[src/sbq_pkg.sv]
`default_nettype none
package sbq_pkg;

   localparam int SAMPLE_WIDTH    = 24;
   localparam int COEF_WIDTH      = 32;
   localparam int COEF_FRAC_BITS  = 28;
   localparam int PROD_WIDTH      = SAMPLE_WIDTH + COEF_WIDTH;
   localparam int ACC_WIDTH       = PROD_WIDTH + 3;
   localparam int SHIFT_WIDTH     = ACC_WIDTH - COEF_FRAC_BITS;
   localparam int CSR_INDEX_WIDTH = 3;
   localparam int CSR_DATA_WIDTH  = COEF_WIDTH;

   typedef logic signed [SAMPLE_WIDTH-1:0] sample_type;
   typedef logic signed [COEF_WIDTH-1:0]   coef_word_type;
   typedef logic signed [PROD_WIDTH-1:0]   prod_type;
   typedef logic signed [ACC_WIDTH-1:0]    acc_type;

   typedef enum logic [CSR_INDEX_WIDTH-1:0] {
      CSR_ENABLE  = 3'd0,
      CSR_COEF_B0 = 3'd1,
      CSR_COEF_B1 = 3'd2,
      CSR_COEF_B2 = 3'd3,
      CSR_COEF_A1 = 3'd4,
      CSR_COEF_A2 = 3'd5
   } csr_index_type;

   typedef struct packed {
      coef_word_type b0;
      coef_word_type b1;
      coef_word_type b2;
      coef_word_type a1;
      coef_word_type a2;
   } coef_set_type;

   typedef struct packed {
      logic load_s1;
      logic load_s2;
      logic load_s3;
      logic s2_full;
   } pipe_ctrl_type;

   localparam coef_word_type COEF_ONE   = coef_word_type'(longint'(1) << COEF_FRAC_BITS);
   localparam acc_type       ROUND_BIAS = acc_type'(longint'(1) << (COEF_FRAC_BITS - 1));
   localparam sample_type    SAMPLE_MAX = {1'b0, {(SAMPLE_WIDTH-1){1'b1}}};
   localparam sample_type    SAMPLE_MIN = {1'b1, {(SAMPLE_WIDTH-1){1'b0}}};

   function automatic prod_type mul_sc(sample_type s, coef_word_type c);
      prod_type se;
      prod_type ce;
      se = {{COEF_WIDTH{s[SAMPLE_WIDTH-1]}}, s};
      ce = {{SAMPLE_WIDTH{c[COEF_WIDTH-1]}}, c};
      return se * ce;
   endfunction

   function automatic acc_type ext_prod(prod_type p);
      return {{(ACC_WIDTH-PROD_WIDTH){p[PROD_WIDTH-1]}}, p};
   endfunction

endpackage
`default_nettype wire

[src/sbq_ctrl.sv]
`default_nettype none
module sbq_ctrl (
   input  wire logic                   clock,
   input  wire logic                   reset,
   input  wire logic                   req_valid,
   output logic                        req_ready,
   output logic                        rsp_valid,
   input  wire logic                   rsp_ready,
   output sbq_pkg::pipe_ctrl_type      ctrl
);

   logic s1_valid_ff, s1_valid_in;
   logic s2_valid_ff, s2_valid_in;
   logic out_valid_ff, out_valid_in;
   logic load_s1, load_s2, load_s3;

   always_comb begin
      load_s3 = s2_valid_ff && (!out_valid_ff || rsp_ready);
      load_s2 = s1_valid_ff && (!s2_valid_ff || load_s3);
      load_s1 = req_valid && (!s1_valid_ff || load_s2);

      s1_valid_in  = load_s1 || (s1_valid_ff && !load_s2);
      s2_valid_in  = load_s2 || (s2_valid_ff && !load_s3);
      out_valid_in = load_s3 || (out_valid_ff && !rsp_ready);
   end

   always_comb begin
      req_ready    = !s1_valid_ff || load_s2;
      rsp_valid    = out_valid_ff;
      ctrl.load_s1 = load_s1;
      ctrl.load_s2 = load_s2;
      ctrl.load_s3 = load_s3;
      ctrl.s2_full = s2_valid_ff;
   end

   always_ff @(posedge clock) begin
      if (reset) begin
         s1_valid_ff  <= 1'b0;
         s2_valid_ff  <= 1'b0;
         out_valid_ff <= 1'b0;
      end else begin
         s1_valid_ff  <= s1_valid_in;
         s2_valid_ff  <= s2_valid_in;
         out_valid_ff <= out_valid_in;
      end
   end

endmodule
`default_nettype wire

[config.mk]
export PLATFORM = sky130hd
export DESIGN_NAME = sbq_ctrl
export DESIGN_NICKNAME = d
export VERILOG_FILES = /design/src/sbq_pkg.sv /design/src/sbq_ctrl.sv
export SDC_FILE = /design/constraint.sdc
export NUM_CORES = 1
export LEC_CHECK = 0
export ABC_AREA = 1
export BUFFER_PORTS_ARGS = -buffer_cell sky130_fd_sc_hd__buf_2
export CORE_AREA = 2 2 39 41
export CTS_BUF_LIST = sky130_fd_sc_hd__clkbuf_16
export CTS_CLUSTER_SIZE = 25
export DETAILED_ROUTE_END_ITERATION = 7
export DIE_AREA = 0 0 41 43
export GPL_ROUTABILITY_DRIVEN = 0
export GPL_TIMING_DRIVEN = 0
export PLACE_DENSITY = 0.34
export SETUP_SLACK_MARGIN = 0.15
export SYNTH_ARGS = -nofsm -noshare
export SYNTH_HDL_FRONTEND = slang
export SYNTH_SLANG_ARGS = --single-unit
export TNS_END_PERCENT = 30
[constraint.sdc]
create_clock -name clock -period 1.4 [get_ports clock]
set_input_delay 0.14 -clock clock [delete_from_list [all_inputs] [get_ports clock]]
set_output_delay 0.14 -clock clock [all_outputs]
set_load 0.02 [all_outputs]
Word level (Yosys, flattened, before mapping)

Cells that the tools add are included.

Output and inout bits: 6
Word-level logic and storage cells: 21
Register bits: 3

Reductions and logical operators: 18

Operators with widths:

| kind              | number |
|---|---|
| logical AND 1 bit | 6 |
| zero test 1 bit   | 6 |
| logical OR 1 bit  | 6 |

Depth between registers and ports, before layout

Word-level depth: 8
Gate-level depth with buffers: 5
Gate-level depth less buffers: 4

Worst setup path after synthesis

No wires, ideal clock.

Path kind: reg2out
Start point: reg out_valid_ff, in the netlist rsp_valid
End point: out ctrl[3] in the netlist's numbering
Path buffers: 1
Cell stages (with the launch flop): 5
Arrival: 1.042 ns
Path slack: 0.218 ns
Cells stage by stage: dfxtp_1 nand4_2 nand2_1 inv_1 buf_4

Word-level cells in the longest chain between the ends: 7

RTL lines:

| element                | RTL line       | text |
|---|---|---|
| from (decl)            | sbq_ctrl.sv:14 | `logic out_valid_ff, out_valid_in;` |
| from (signal assigned) | sbq_ctrl.sv:44 | `out_valid_ff <= out_valid_in;` |
| zero test 1 bit        | sbq_ctrl.sv:18 | `load_s3 = s2_valid_ff && (!out_valid_ff \|\| rsp_ready);` |
| logical OR 1 bit       | sbq_ctrl.sv:18 |  |
| logical AND 1 bit      | sbq_ctrl.sv:18 |  |
| logical OR 1 bit       | sbq_ctrl.sv:19 | `load_s2 = s1_valid_ff && (!s2_valid_ff \|\| load_s3);` |
| logical AND 1 bit      | sbq_ctrl.sv:19 |  |
| logical OR 1 bit       | --             |  |
| named net req_ready    | sbq_ctrl.sv:6  | `output logic req_ready,` |
| logical AND 1 bit      | sbq_ctrl.sv:20 | `load_s1 = req_valid && (!s1_valid_ff \|\| load_s2);` |
| to (decl)              | sbq_ctrl.sv:9  | `output sbq_pkg::pipe_ctrl_type ctrl` |

The timed path passes the listed nets, and every way through them passes these cells.

Final worst setup path

Start point: reg s1_valid_ff
End point: out ctrl[3] in the netlist's numbering

Word-level cells in the longest chain between the ends: 3

RTL lines:

| element                                              | RTL line                       | text |
|---|---|---|
| from (decl)                                          | sbq_ctrl.sv:12                 | `logic s1_valid_ff, s1_valid_in;` |
| from (signal assigned)                               | sbq_ctrl.sv:42                 | `s1_valid_ff <= s1_valid_in;` |
| zero test 1 bit or logical AND 1 bit (tied branches) | sbq_ctrl.sv:20, sbq_ctrl.sv:19 |  |
| logical OR 1 bit *                                   | sbq_ctrl.sv:20                 |  |
| logical AND 1 bit *                                  | sbq_ctrl.sv:20                 |  |

Every way passes the cells marked *; elsewhere a longest branch is shown, timed or not.

==> impl_metrics.ini <==
[cells_and_area]
finalNonFillerCells = 52
diodes = 0
syn2layout_area_growth_pct = 108
nNetsFinal = 41
drive_gt1_share_pct = 63.9

[timing]
finalClockSkew_ns = 0.000167
rsz0062_at_grt = false
fin_ws_ns = 0.195
fin_crit_ns = 1.21
max_freq_ghz = 0.830
finalCritPeriodShare_pct = 86.1
hold_violations = 0
worst_pin_slew_ns = 0.172
setup_tns_ns = 0
drv_slew = 0
setup_viol = 0
worst_hold_slack_ns = 0.105
slew-limit-headroom_pct = 88.5

[synthesis]
ys_seq_area_share_pct = 36.4
netlist_area_um2 = 165
synth_fp_nets = 26
synth_cell_type_count = 8
ys_ff_latch = 3
synth_cells = 22
yosysWarnings = 0
postSynthAreaPerCell_um2 = 7.51

[detailed_routing]
wl_per_cell_um = 7.73
highest_layer = met3
dr_wl_met2_um = 186
route.met3.wl_um = 52
drc = 0
drtAntennaViolNets = 0
totalWireLength_um = 402
vias = 173
met1_length_um = 162
drt_iter0_drc = 4
via_per_inst = 3.33
drt-pass1-iter-count = 2

[power_and_ir_drop]
power.density_mw_per_mm2 = 1700
power_uw = 583
power.leakage_uw = 0.000183
vdd_drop_max_mv = 0.577

[placed_design]
place_inst = 47
placement.io_buffers = 9
pre_cts_ws_ns = 0.342
dp_hpwl_um = 253

[floorplan]
die_area_mm2 = 0.00176
die_w_um = 41
initial_core_util_pct = 11.9
ios = 10
fp.dieH_um = 43
core_mm2 = 0.00138
rows = 14

[clocking]
ctsHoldBuffers = 0
cts_made_buffers = 3
insertion_delay_ns = 0.22
clock_sinks = 3
cts_root_buf = clkbuf_16
cts.clk_slew.worst_paths_ns = 0.03
cts_tree = yes
clockBufferDepth = 2
h-tree-depth = 1

[critical_path]
crit_arrival_ns = 1.07
r2r-end = s1_valid_ff
r2r_slack_ns = 0.71
reg2regPathDepth = 2
critical_path.startpoint = s1_valid_ff
worstPathRequired_ns = 1.26
start_kind = register
r2r-start = s1_valid_ff
path_max_fanout = 3
critPathKind = register to output port
endpoint_kind = output port

[grt]
grtUsageTotal_pct = 5.72
grt_start_max_net_pins = 6
grt_pass1_vias = 158
antenna_found_initial = 0
overflow = 0
grt_pass1_wl_um = 627

[worst_hold_path]
worstHoldStart = reset
timing.hold.worst_path_depth = 2
hp-class = input pin to register
holdPathEnd = s1_valid_ff

[status]
status = finished, final reports clean

[run]
drv_cap = 0
[state kept, by name (all words and copies together), names as in the netlist]
register     flops
s1_valid_ff      1
rsp_valid        1
s2_valid_ff      1
[metal layers]
| layer | GRT usage (%) | up-vias |
|---|---|---|
| met5 | 0 | - |
| met4 | 6.00 | 0 |
| met3 | 3.14 | 0 |
| met2 | 6.56 | 11 |
| met1 | 6.73 | 71 |
| li1 | - | 91 |
[layout by cell type (no fill, tap or decap), drive strengths merged]
cell type  count
a21oi          4
buf           14
clkbuf         3
dfxtp          3
inv            7
nand2          3
nand3          1
nand4          1
[worst max-delay path: stages, from the launching register on]
cell	delay, ns
dfxtp_2	0.35
nand4_4	0.13
nand2_2	0.08
inv_1	0.04
buf_4	0.12
buf_6	0.12
[logic make-up after synthesis]
| logic type | count (synthesis) | share of synthesized area [%] |
|---|---|---|
| AND/OR/NAND/NOR | 5 | 17.4 |
| buffers and inverters | 10 | 31.8 |
| AO/OA/AOI/OAI | 4 | 14.4 |
| flip-flops | 3 | 36.4 |
[power by group]
group | leakage, µW | switching (µW) | internal (µW)
Combinational | 0.000114 | 21.7 | 19.9
Clock | 0.0000423 | 78.5 | 368
Sequential | 0.0000264 | 5.72 | 88.5
Total | 0.000183 | 106 | 477
[metrics by stage]
step / cell area (µm²) / utilization (%)
2_1_floorplan: 165 / -
3_3_place_gp: 230 / 16.6
3_5_place_dp: 230 / 16.6
4_1_cts: 312 / 22.5
5_1_grt: 343 / 24.8
6_report: 343 / 24.8
[final cells by class]
cell class              count  area [µm²]
well taps                  16        20.0
flip-flops and latches      3        68.8
clock buffers               3        75.1
fillers                   156        1040
multi-input cells           9        63.8
inverters                   6        22.5
repair buffers             10        58.8
clock inverters             1        3.75
plain buffers               4        30.0
[Yosys cell counts, drive strengths merged]
cell / n / area (µm²)
a21oi: 4 / 23.8
nand4: 1 / 12.5
inv: 6 / 22.5
dfxtp: 3 / 60.1
nand3: 1 / 5.00
buf: 4 / 30.0
nand2: 3 / 11.3
[what timing repair did]
action	4_1_cts	5_1_grt
setup endpoints to repair	1	1
gates resized for setup	2	7
endpoints found under the hold margin	0	0
pin swaps	1	2
setup buffers	0	1
[how the worst max path moves through the flow]
stage / slack [ns] / cells after the start / to
3_5_place_dp: 0.34 / 5 / ctrl[3]
6_report: 0.19 / 5 / ctrl[3]
2_1_floorplan: 0.22 / 4 / ctrl[3]
5_1_grt: 0.14 / 5 / ctrl[3]
4_1_cts: 0.16 / 5 / ctrl[3]
3_3_place_gp: 0.32 / 5 / ctrl[3]
No activity file was read; power rests on OpenSTA's default activity.
