--- config.mk ---
export PLATFORM = sky130hd
export DESIGN_NAME = sbq_merge
export DESIGN_NICKNAME = d
export VERILOG_FILES = /design/src/sbq_pkg.sv /design/src/sbq_merge.sv
export SDC_FILE = /design/constraint.sdc
export NUM_CORES = 1
export LEC_CHECK = 0
export ABC_AREA = 1
export BUFFER_PORTS_ARGS = -buffer_cell sky130_fd_sc_hd__buf_4
export CELL_PAD_IN_SITES_DETAIL_PLACEMENT = 1
export CELL_PAD_IN_SITES_GLOBAL_PLACEMENT = 1
export CORE_MARGIN = 2
export CORE_UTILIZATION = 32
export CTS_CLUSTER_DIAMETER = 30
export CTS_CLUSTER_SIZE = 12
export DETAILED_ROUTE_END_ITERATION = 10
export PLACE_DENSITY = 0.88
export SETUP_SLACK_MARGIN = 0.4
export SLEW_MARGIN = 10
export SYNTH_ARGS = -nofsm -noshare
export SYNTH_HDL_FRONTEND = slang
export SYNTH_SLANG_ARGS = --single-unit
export TNS_END_PERCENT = 100
--- constraint.sdc ---
create_clock -name clock -period 1.1 [get_ports clock]
set_clock_uncertainty 0.15 [all_clocks]
set_input_delay 0.11 -clock clock [delete_from_list [all_inputs] [get_ports clock]]
set_output_delay 0.11 -clock clock [all_outputs]
set_load 0.02 [all_outputs]
--- src/sbq_pkg.sv ---
`default_nettype none
package sbq_pkg;

   localparam int SAMPLE_WIDTH    = 24;
   localparam int COEF_WIDTH      = 32;
   localparam int COEF_FRAC_BITS  = 28;
   localparam int PROD_WIDTH      = SAMPLE_WIDTH + COEF_WIDTH;
   localparam int ACC_WIDTH       = PROD_WIDTH + 3;
   localparam int SHIFT_WIDTH     = ACC_WIDTH - COEF_FRAC_BITS;
   localparam int CSR_INDEX_WIDTH = 3;
   localparam int CSR_DATA_WIDTH  = COEF_WIDTH;

   typedef logic signed [SAMPLE_WIDTH-1:0] sample_type;
   typedef logic signed [COEF_WIDTH-1:0]   coef_word_type;
   typedef logic signed [PROD_WIDTH-1:0]   prod_type;
   typedef logic signed [ACC_WIDTH-1:0]    acc_type;

   typedef enum logic [CSR_INDEX_WIDTH-1:0] {
      CSR_ENABLE  = 3'd0,
      CSR_COEF_B0 = 3'd1,
      CSR_COEF_B1 = 3'd2,
      CSR_COEF_B2 = 3'd3,
      CSR_COEF_A1 = 3'd4,
      CSR_COEF_A2 = 3'd5
   } csr_index_type;

   typedef struct packed {
      coef_word_type b0;
      coef_word_type b1;
      coef_word_type b2;
      coef_word_type a1;
      coef_word_type a2;
   } coef_set_type;

   typedef struct packed {
      logic load_s1;
      logic load_s2;
      logic load_s3;
      logic s2_full;
   } pipe_ctrl_type;

   localparam coef_word_type COEF_ONE   = coef_word_type'(longint'(1) << COEF_FRAC_BITS);
   localparam acc_type       ROUND_BIAS = acc_type'(longint'(1) << (COEF_FRAC_BITS - 1));
   localparam sample_type    SAMPLE_MAX = {1'b0, {(SAMPLE_WIDTH-1){1'b1}}};
   localparam sample_type    SAMPLE_MIN = {1'b1, {(SAMPLE_WIDTH-1){1'b0}}};

   function automatic prod_type mul_sc(sample_type s, coef_word_type c);
      prod_type se;
      prod_type ce;
      se = {{COEF_WIDTH{s[SAMPLE_WIDTH-1]}}, s};
      ce = {{SAMPLE_WIDTH{c[COEF_WIDTH-1]}}, c};
      return se * ce;
   endfunction

   function automatic acc_type ext_prod(prod_type p);
      return {{(ACC_WIDTH-PROD_WIDTH){p[PROD_WIDTH-1]}}, p};
   endfunction

endpackage
`default_nettype wire

--- src/sbq_merge.sv ---
`default_nettype none
module sbq_merge (
   input  wire logic                   clock,
   input  wire sbq_pkg::pipe_ctrl_type ctrl,
   input  wire logic                   enable,
   input  wire sbq_pkg::sample_type    y_left,
   input  wire sbq_pkg::sample_type    y_right,
   input  wire logic                   clip_left,
   input  wire logic                   clip_right,
   output sbq_pkg::sample_type         left_out,
   output sbq_pkg::sample_type         right_out,
   output logic                        clipped
);

   sbq_pkg::sample_type left_ff, left_in, right_ff, right_in;
   logic                clipped_ff, clipped_in;

   // silence while disabled
   always_comb begin
      left_in    = enable ? y_left : '0;
      right_in   = enable ? y_right : '0;
      clipped_in = enable && (clip_left || clip_right);
   end

   always_ff @(posedge clock) begin
      if (ctrl.load_s3) begin
         left_ff    <= left_in;
         right_ff   <= right_in;
         clipped_ff <= clipped_in;
      end
   end

   assign left_out  = left_ff;
   assign right_out = right_ff;
   assign clipped   = clipped_ff;

endmodule
`default_nettype wire

# After elaboration in Yosys (flattened, before gate mapping)
# Index checks and enable logic that the tools add are counted.
dict set report word_totals {
  word_cells 5
  inputBits 56
  output_inout_bits 49
  ff_bits 49
}
dict set report op_classes {
  n_reduce_logical 2
}
# cell count
set ops {}
lappend ops {{logical AND 1 bit} 1}
lappend ops {{logical OR 1 bit} 1}

# Depth between registers and ports, before layout
# Gate-level depths: netlist of run 1.
dict set report depth {
  depth_word 2
  depth_mapped 4
  mapped_depth_nobuf 2
}

# Worst setup path after synthesis of run 1
# No wires, ideal clock.
dict set report synth_timing {
  path_kind {input port to flip-flop}
  start {in enable}
  end {reg left_ff[10], in the netlist left_out[10] (data pin)}
  t_required_ps 701
  t_arrival_ps 484
  slack_ps 217
  setup_ps 249
  cell_stages 4
  n_path_buf 2
  path_cell_list {buf_4 -> buf_4 -> nand2_1 -> inv_1}
}
# item line_no
set synth_rtl {}
lappend synth_rtl {{start: declaration} sbq_merge.sv:5} ;# input wire logic enable,
lappend synth_rtl {{end signal: assignment} sbq_merge.sv:27} ;# left_ff <= left_in;
lappend synth_rtl {{end: declaration} sbq_merge.sv:15} ;# sbq_pkg::sample_type left_ff, left_in, right_ff, right_in;
# No word-level cell between the ends.

# Worst setup path after layout of run 1
dict set report layout_timing {
  start {reg right_ff[19], in the netlist right_out[19]}
  end {out right_out[19]}
}
# item line_no
set layout_rtl {}
lappend layout_rtl {{start: declaration} sbq_merge.sv:15}
lappend layout_rtl {{start signal: assignment} sbq_merge.sv:28} ;# right_ff <= right_in;
lappend layout_rtl {{end: declaration} sbq_merge.sv:11} ;# output sbq_pkg::sample_type right_out,
# No word-level cell between the ends.

==> reports/qor.yml, run 1 <==
status:
  status: "finished with violations"
  violations: "negative hold slack, negative setup slack"
final_layout:
  layout-drive-gt1-share_pct: 41.9
  fill_cells: 601
  final_cell_area_sq_mm: 0.00300
  stdcell_count: 330
  final_util_pct: 53.7
  diodes: 0
  syn_to_final_growth_pct: 59.9
  nets: 314
timing:
  drv_slew: 0
  rsz0062_at_grt: "true"
  setup_tns_ns: -0.0287
  finalSetupViolCount: 4
  hold_slack_ns: -0.0783
  max_freq_mhz: 895
  hold_violations: 54
  period_needed_ns: 1.12
  fin_ws_ns: -0.0173
  tightest_slew_ns: 0.337
  fin_crit_sh_pct: 102
  relSlewSlack_pct: 77.5
synthesis:
  synth.avg_cell_area_sq_um: 12.2
  syn-num-nets: 209
  ys_ff_latch: 49
  yosysSeqAreaShare_pct: 78.6
  syn_area_sq_mm: 0.00187
  synthCells: 153
  yosysWarnings: 0
  yosys.cell_types.count: 6
placed_design:
  place_area_sq_mm: 0.00273
  io_buffers: 101
  place_congestion: 0.664
  dp.cells: 323
  dp_hpwl_mm: 3.11
hold_path:
  holdCritPathClass: "primary input to flip-flop"
clocking:
  clock-sinks: 49
  path_clk_slew_ns: 0.08
  cts_setup_buffers: 0
  cts-htree-levels: 2
  cts-buffers-inserted: 5
  cts.path.max_buffers: 2
  cts_tree: "built"
  cts-root-buf: "clkbuf_8"
routing:
  first_pass_iters: 4
  viasPerCell: 4.05
  drtAntennaViolNets: 0
  drcViolationCount: 0
  wl_mm: 4.15
  wl_per_cell_um: 12.6
  vias: 1338
  drt_iter0_markers: 44
power_and_ir_drop:
  power_leakage_nw: 1.57
  power_density_mw_per_mm2: 1340
  ir_drop_uv: 542
floorplan:
  start_util_pct: 33.6
  fp.dieArea_sq_mm: 0.00648
  pin_count: 105
  die_w_um: 80.5
  fp.coreArea_sq_mm: 0.00557
  die_h_um: 80.5
  placementRows: 27
worst_setup_path:
  cp_top_family: "flip-flops"
  end_kind: "output pin"
  crit_fanout: 1
  path_class: "flip-flop to output pin"
  cp-start-kind: "flip-flop"
  worst_ep_required_time_ns: 0.84
  crit_arrival_ns: 0.86
  cp_slowest_cell: "edfxtp_1"
  slowest_delay_ns: 0.41
  critPathBufInv: 1
  path_cells: "buf_6"
grt:
  antenna_found_initial: 0
  grtUsageMet3_pct: 5.17
  grt_pass1_vias: 1408
  grt_overflow_total: 0
  grt_max_degree: 50
  grt_use_met1_pct: 12.7
  grt_pass1_wl_mm: 6.37
  grt_use_met2_pct: 25.3
  grt-busiest-layer: "met2"
  grt_use_total_pct: 13.2
run:
  maxCapViolations: 0
[synthesized netlist by cell type]
| cell type | count | area [sq um] |
|---|---|---|
| buf_2 | 3 | 15.0 |
| buf_4 | 2 | 15.0 |
| edfxtp_1 | 49 | 1470 |
| inv_1 | 49 | 184 |
| nand2_1 | 48 | 180 |
| nor2_1 | 2 | 7.51 |
[routing by layer]
layer / wire length, um / vias up
met3: 422 / 5
met5: 0 / -
met1: 1370 / 606
li1: - / 664
met4: 42 / 0
met2: 2320 / 63
[cell families (layout without fill, tap and decap cells)]
kind of cell / after synthesis / after routing / share of synthesized area (%)
buf+inv: 54 / 159 / 11.4
simple gates: 50 / 50 / 10.0
flops: 49 / 49 / 78.6
[per-stage QoR]
| step | setup WS, ns | power, W |
|---|---|---|
| 4_1_cts | -0.0473 | 0.00408 |
| 5_1_grt | -0.0504 | 0.00421 |
| 3_5_place_dp | 0.0295 | 0.00301 |
| 6_report | -0.0173 | 0.00402 |
| 2_1_floorplan | 0.279 | 0.00259 |
| 3_3_place_gp | 0.103 | 0.00298 |
[flip-flops by register name, summed over array words and instances (netlist names)]
signal / cells
right_out: 24
clipped: 1
left_out: 24
[layout make-up]
class / instances / area, sq um / area share [%]
clock inverters: 1 / 3.75 / 0.125
well taps: 72 / 90.1 / 3.01
clock buffers: 6 / 72.6 / 2.42
multi-input cells: 50 / 188 / 6.27
inverters: 49 / 184 / 6.14
repair buffers: 103 / 986 / 32.9
flip-flops and latches: 49 / 1470 / 49.1
[report_power, final]
| group | internal (W) | switching, W | total (W) |
|---|---|---|---|
| sequential | 0.00222 | 0.0000659 | 0.00229 |
| combinational | 0.000415 | 0.000370 | 0.000785 |
| clock | 0.000429 | 0.000523 | 0.000952 |
| total | 0.00306 | 0.000958 | 0.00402 |
[cell usage in the layout, fill, tap and decap left out]
cell type,n
buf_4,51
buf_6,50
inv_1,49
edfxtp_1,49
nand2_1,48
clkbuf_8,5
nor2_1,2
buf_12,2
clkbuf_1,1
clkinv_1,1
[worst paths after layout]
kind,from,to,slack [ns],depth (start not counted)
max,right_out[19],right_out[19],-0.02,1
min,y_right[18],right_out[18],-0.08,3
[timing repair]
item                                   CTS  global route
endpoints found under the hold margin   54            54
setup endpoints to repair               50            49
resized for setup                       50             0
Power figures use the tool's default switching activity.
==> inputs of run 2 (changes only) <==
CORE_MARGIN = not set   (was 2)
==> reports/qor.yml, run 2 (synthesized netlist as in run 1, its figures left out) <==
status:
  status: "finished with violations"
  violations: "negative hold slack, negative setup slack"
timing:
  fin_crit_sh_pct: 102
  hold_slack_ns: -0.0739
  finalSetupViolCount: 4
  relSlewSlack_pct: 77.3
  fin_ws_ns: -0.0213
  drv_slew: 0
  period_needed_ns: 1.12
  max_freq_mhz: 892
  rsz0062_at_grt: "true"
  hold_violations: 55
  tightest_slew_ns: 0.341
placed_design:
  dp.cells: 323
  post-place-ws_ns: 0.0963
  io_buffers: 101
  dp_hpwl_mm: 2.99
  place_congestion: 0.601
worst_setup_path:
  worst_ep_required_time_ns: 0.84
  cp_top_family: "flip-flops"
  crit_fanout: 1
  cp.depth: 1
  path_class: "flip-flop to output pin"
  end_kind: "output pin"
  path_cells: "buf_6"
  crit_arrival_ns: 0.86
  cp_slowest_cell: "edfxtp_1"
  cp-start-kind: "flip-flop"
  critPathBufInv: 1
  slowest_delay_ns: 0.42
routing:
  drt_iter0_markers: 59
  drcViolationCount: 0
  wl_per_cell_um: 12.0
  viasPerCell: 4.10
  vias: 1354
  wl_mm: 3.97
  drtAntennaViolNets: 0
  first_pass_iters: 4
grt:
  grt_max_degree: 50
  grt_pass1_vias: 1344
  grt_pass1_wl_mm: 6.15
  grt_use_total_pct: 13.7
  antenna_found_initial: 0
  grt_overflow_total: 0
floorplan:
  fp.coreArea_sq_mm: 0.00557
  placementRows: 27
  pin_count: 105
  fp.dieArea_sq_mm: 0.00616
  start_util_pct: 33.6
  die_w_um: 78.5
  die_h_um: 78.5
power_and_ir_drop:
  power_leakage_nw: 1.57
  ir_drop_uv: 627
  power_density_mw_per_mm2: 1340
final_layout:
  final_cell_mix: "buf_4 (51), buf_6 (50), inv_1 (49), edfxtp_1 (49), nand2_1 (48)"
  seq_area_sq_mm: 0.00147
  fill_cells: 601
  diodes: 0
  nets: 314
  layout-drive-gt1-share_pct: 41.9
  stdcell_count: 330
  final_common_cell: "buf_4"
  syn_to_final_growth_pct: 59.9
  multi_input_area_sq_um: 188
clocking:
  cts_setup_buffers: 0
  cts.path.max_buffers: 2
  path_clk_slew_ns: 0.08
  cts-buffers-inserted: 5
  cts_tree: "built"
  cts-root-buf: "clkbuf_8"
  cts-htree-levels: 2
  clock-sinks: 49
hold_path:
  hold_depth: 3
  holdCritPathClass: "primary input to flip-flop"
run:
  maxCapViolations: 0
-- run 2: cell counts in the layout (fill, tap and decap cells not counted) --
No cell type changed its count.
-- run 2: final timing paths --
path / from / endpoint / slack, ns
setup / recovery: left_out[21] / left_out[21] / -0.02
hold / removal: y_left[21] / left_out[21] / -0.07
-- run 2: layout make-up --
cell class / instances / share of cell area, %
clock buffer: 6 / 2.42
clock inverter: 1 / 0.125
sequential: 49 / 49.1
timing repair buffer: 103 / 32.9
multi-input combinational: 50 / 6.27
tap: 72 / 3.01
inverter: 49 / 6.14
-- run 2: per-layer routing --
metal | share of wire [%] | GRT usage, %
met1 | 32 | 12.4
met5 | 0 | 0
met3 | 8.8 | 6.05
met2 | 58 | 26.3
met4 | 0.63 | 4.81
-- run 2: where the power goes --
part	switching (W)	internal, W	leakage (nW)
Clock	0.000526	0.000429	0.0387
Combinational	0.000366	0.000415	1.06
Sequential	0.0000658	0.00222	0.472
-- run 2: repair_timing --
item	in CTS	in global routing
hold endpoints to repair	55	55
gates resized for setup	49	1
endpoints found under the setup margin	49	96
-- run 2: through the flow --
stage	power (W)	hold WS [ns]	TNS, ns	instance area, sq um	util, %
detailed placement	0.00301	0.221	0	2730	49.0
CTS	0.00408	-0.0888	-0.195	2990	53.7
global placement	0.00298	0.216	0	2730	49.0
finish	0.00402	-0.0739	-0.0596	3000	53.7
floorplan	0.00259	0.0725	0	1900	-
global route	0.00423	-0.0919	-0.982	3000	53.7
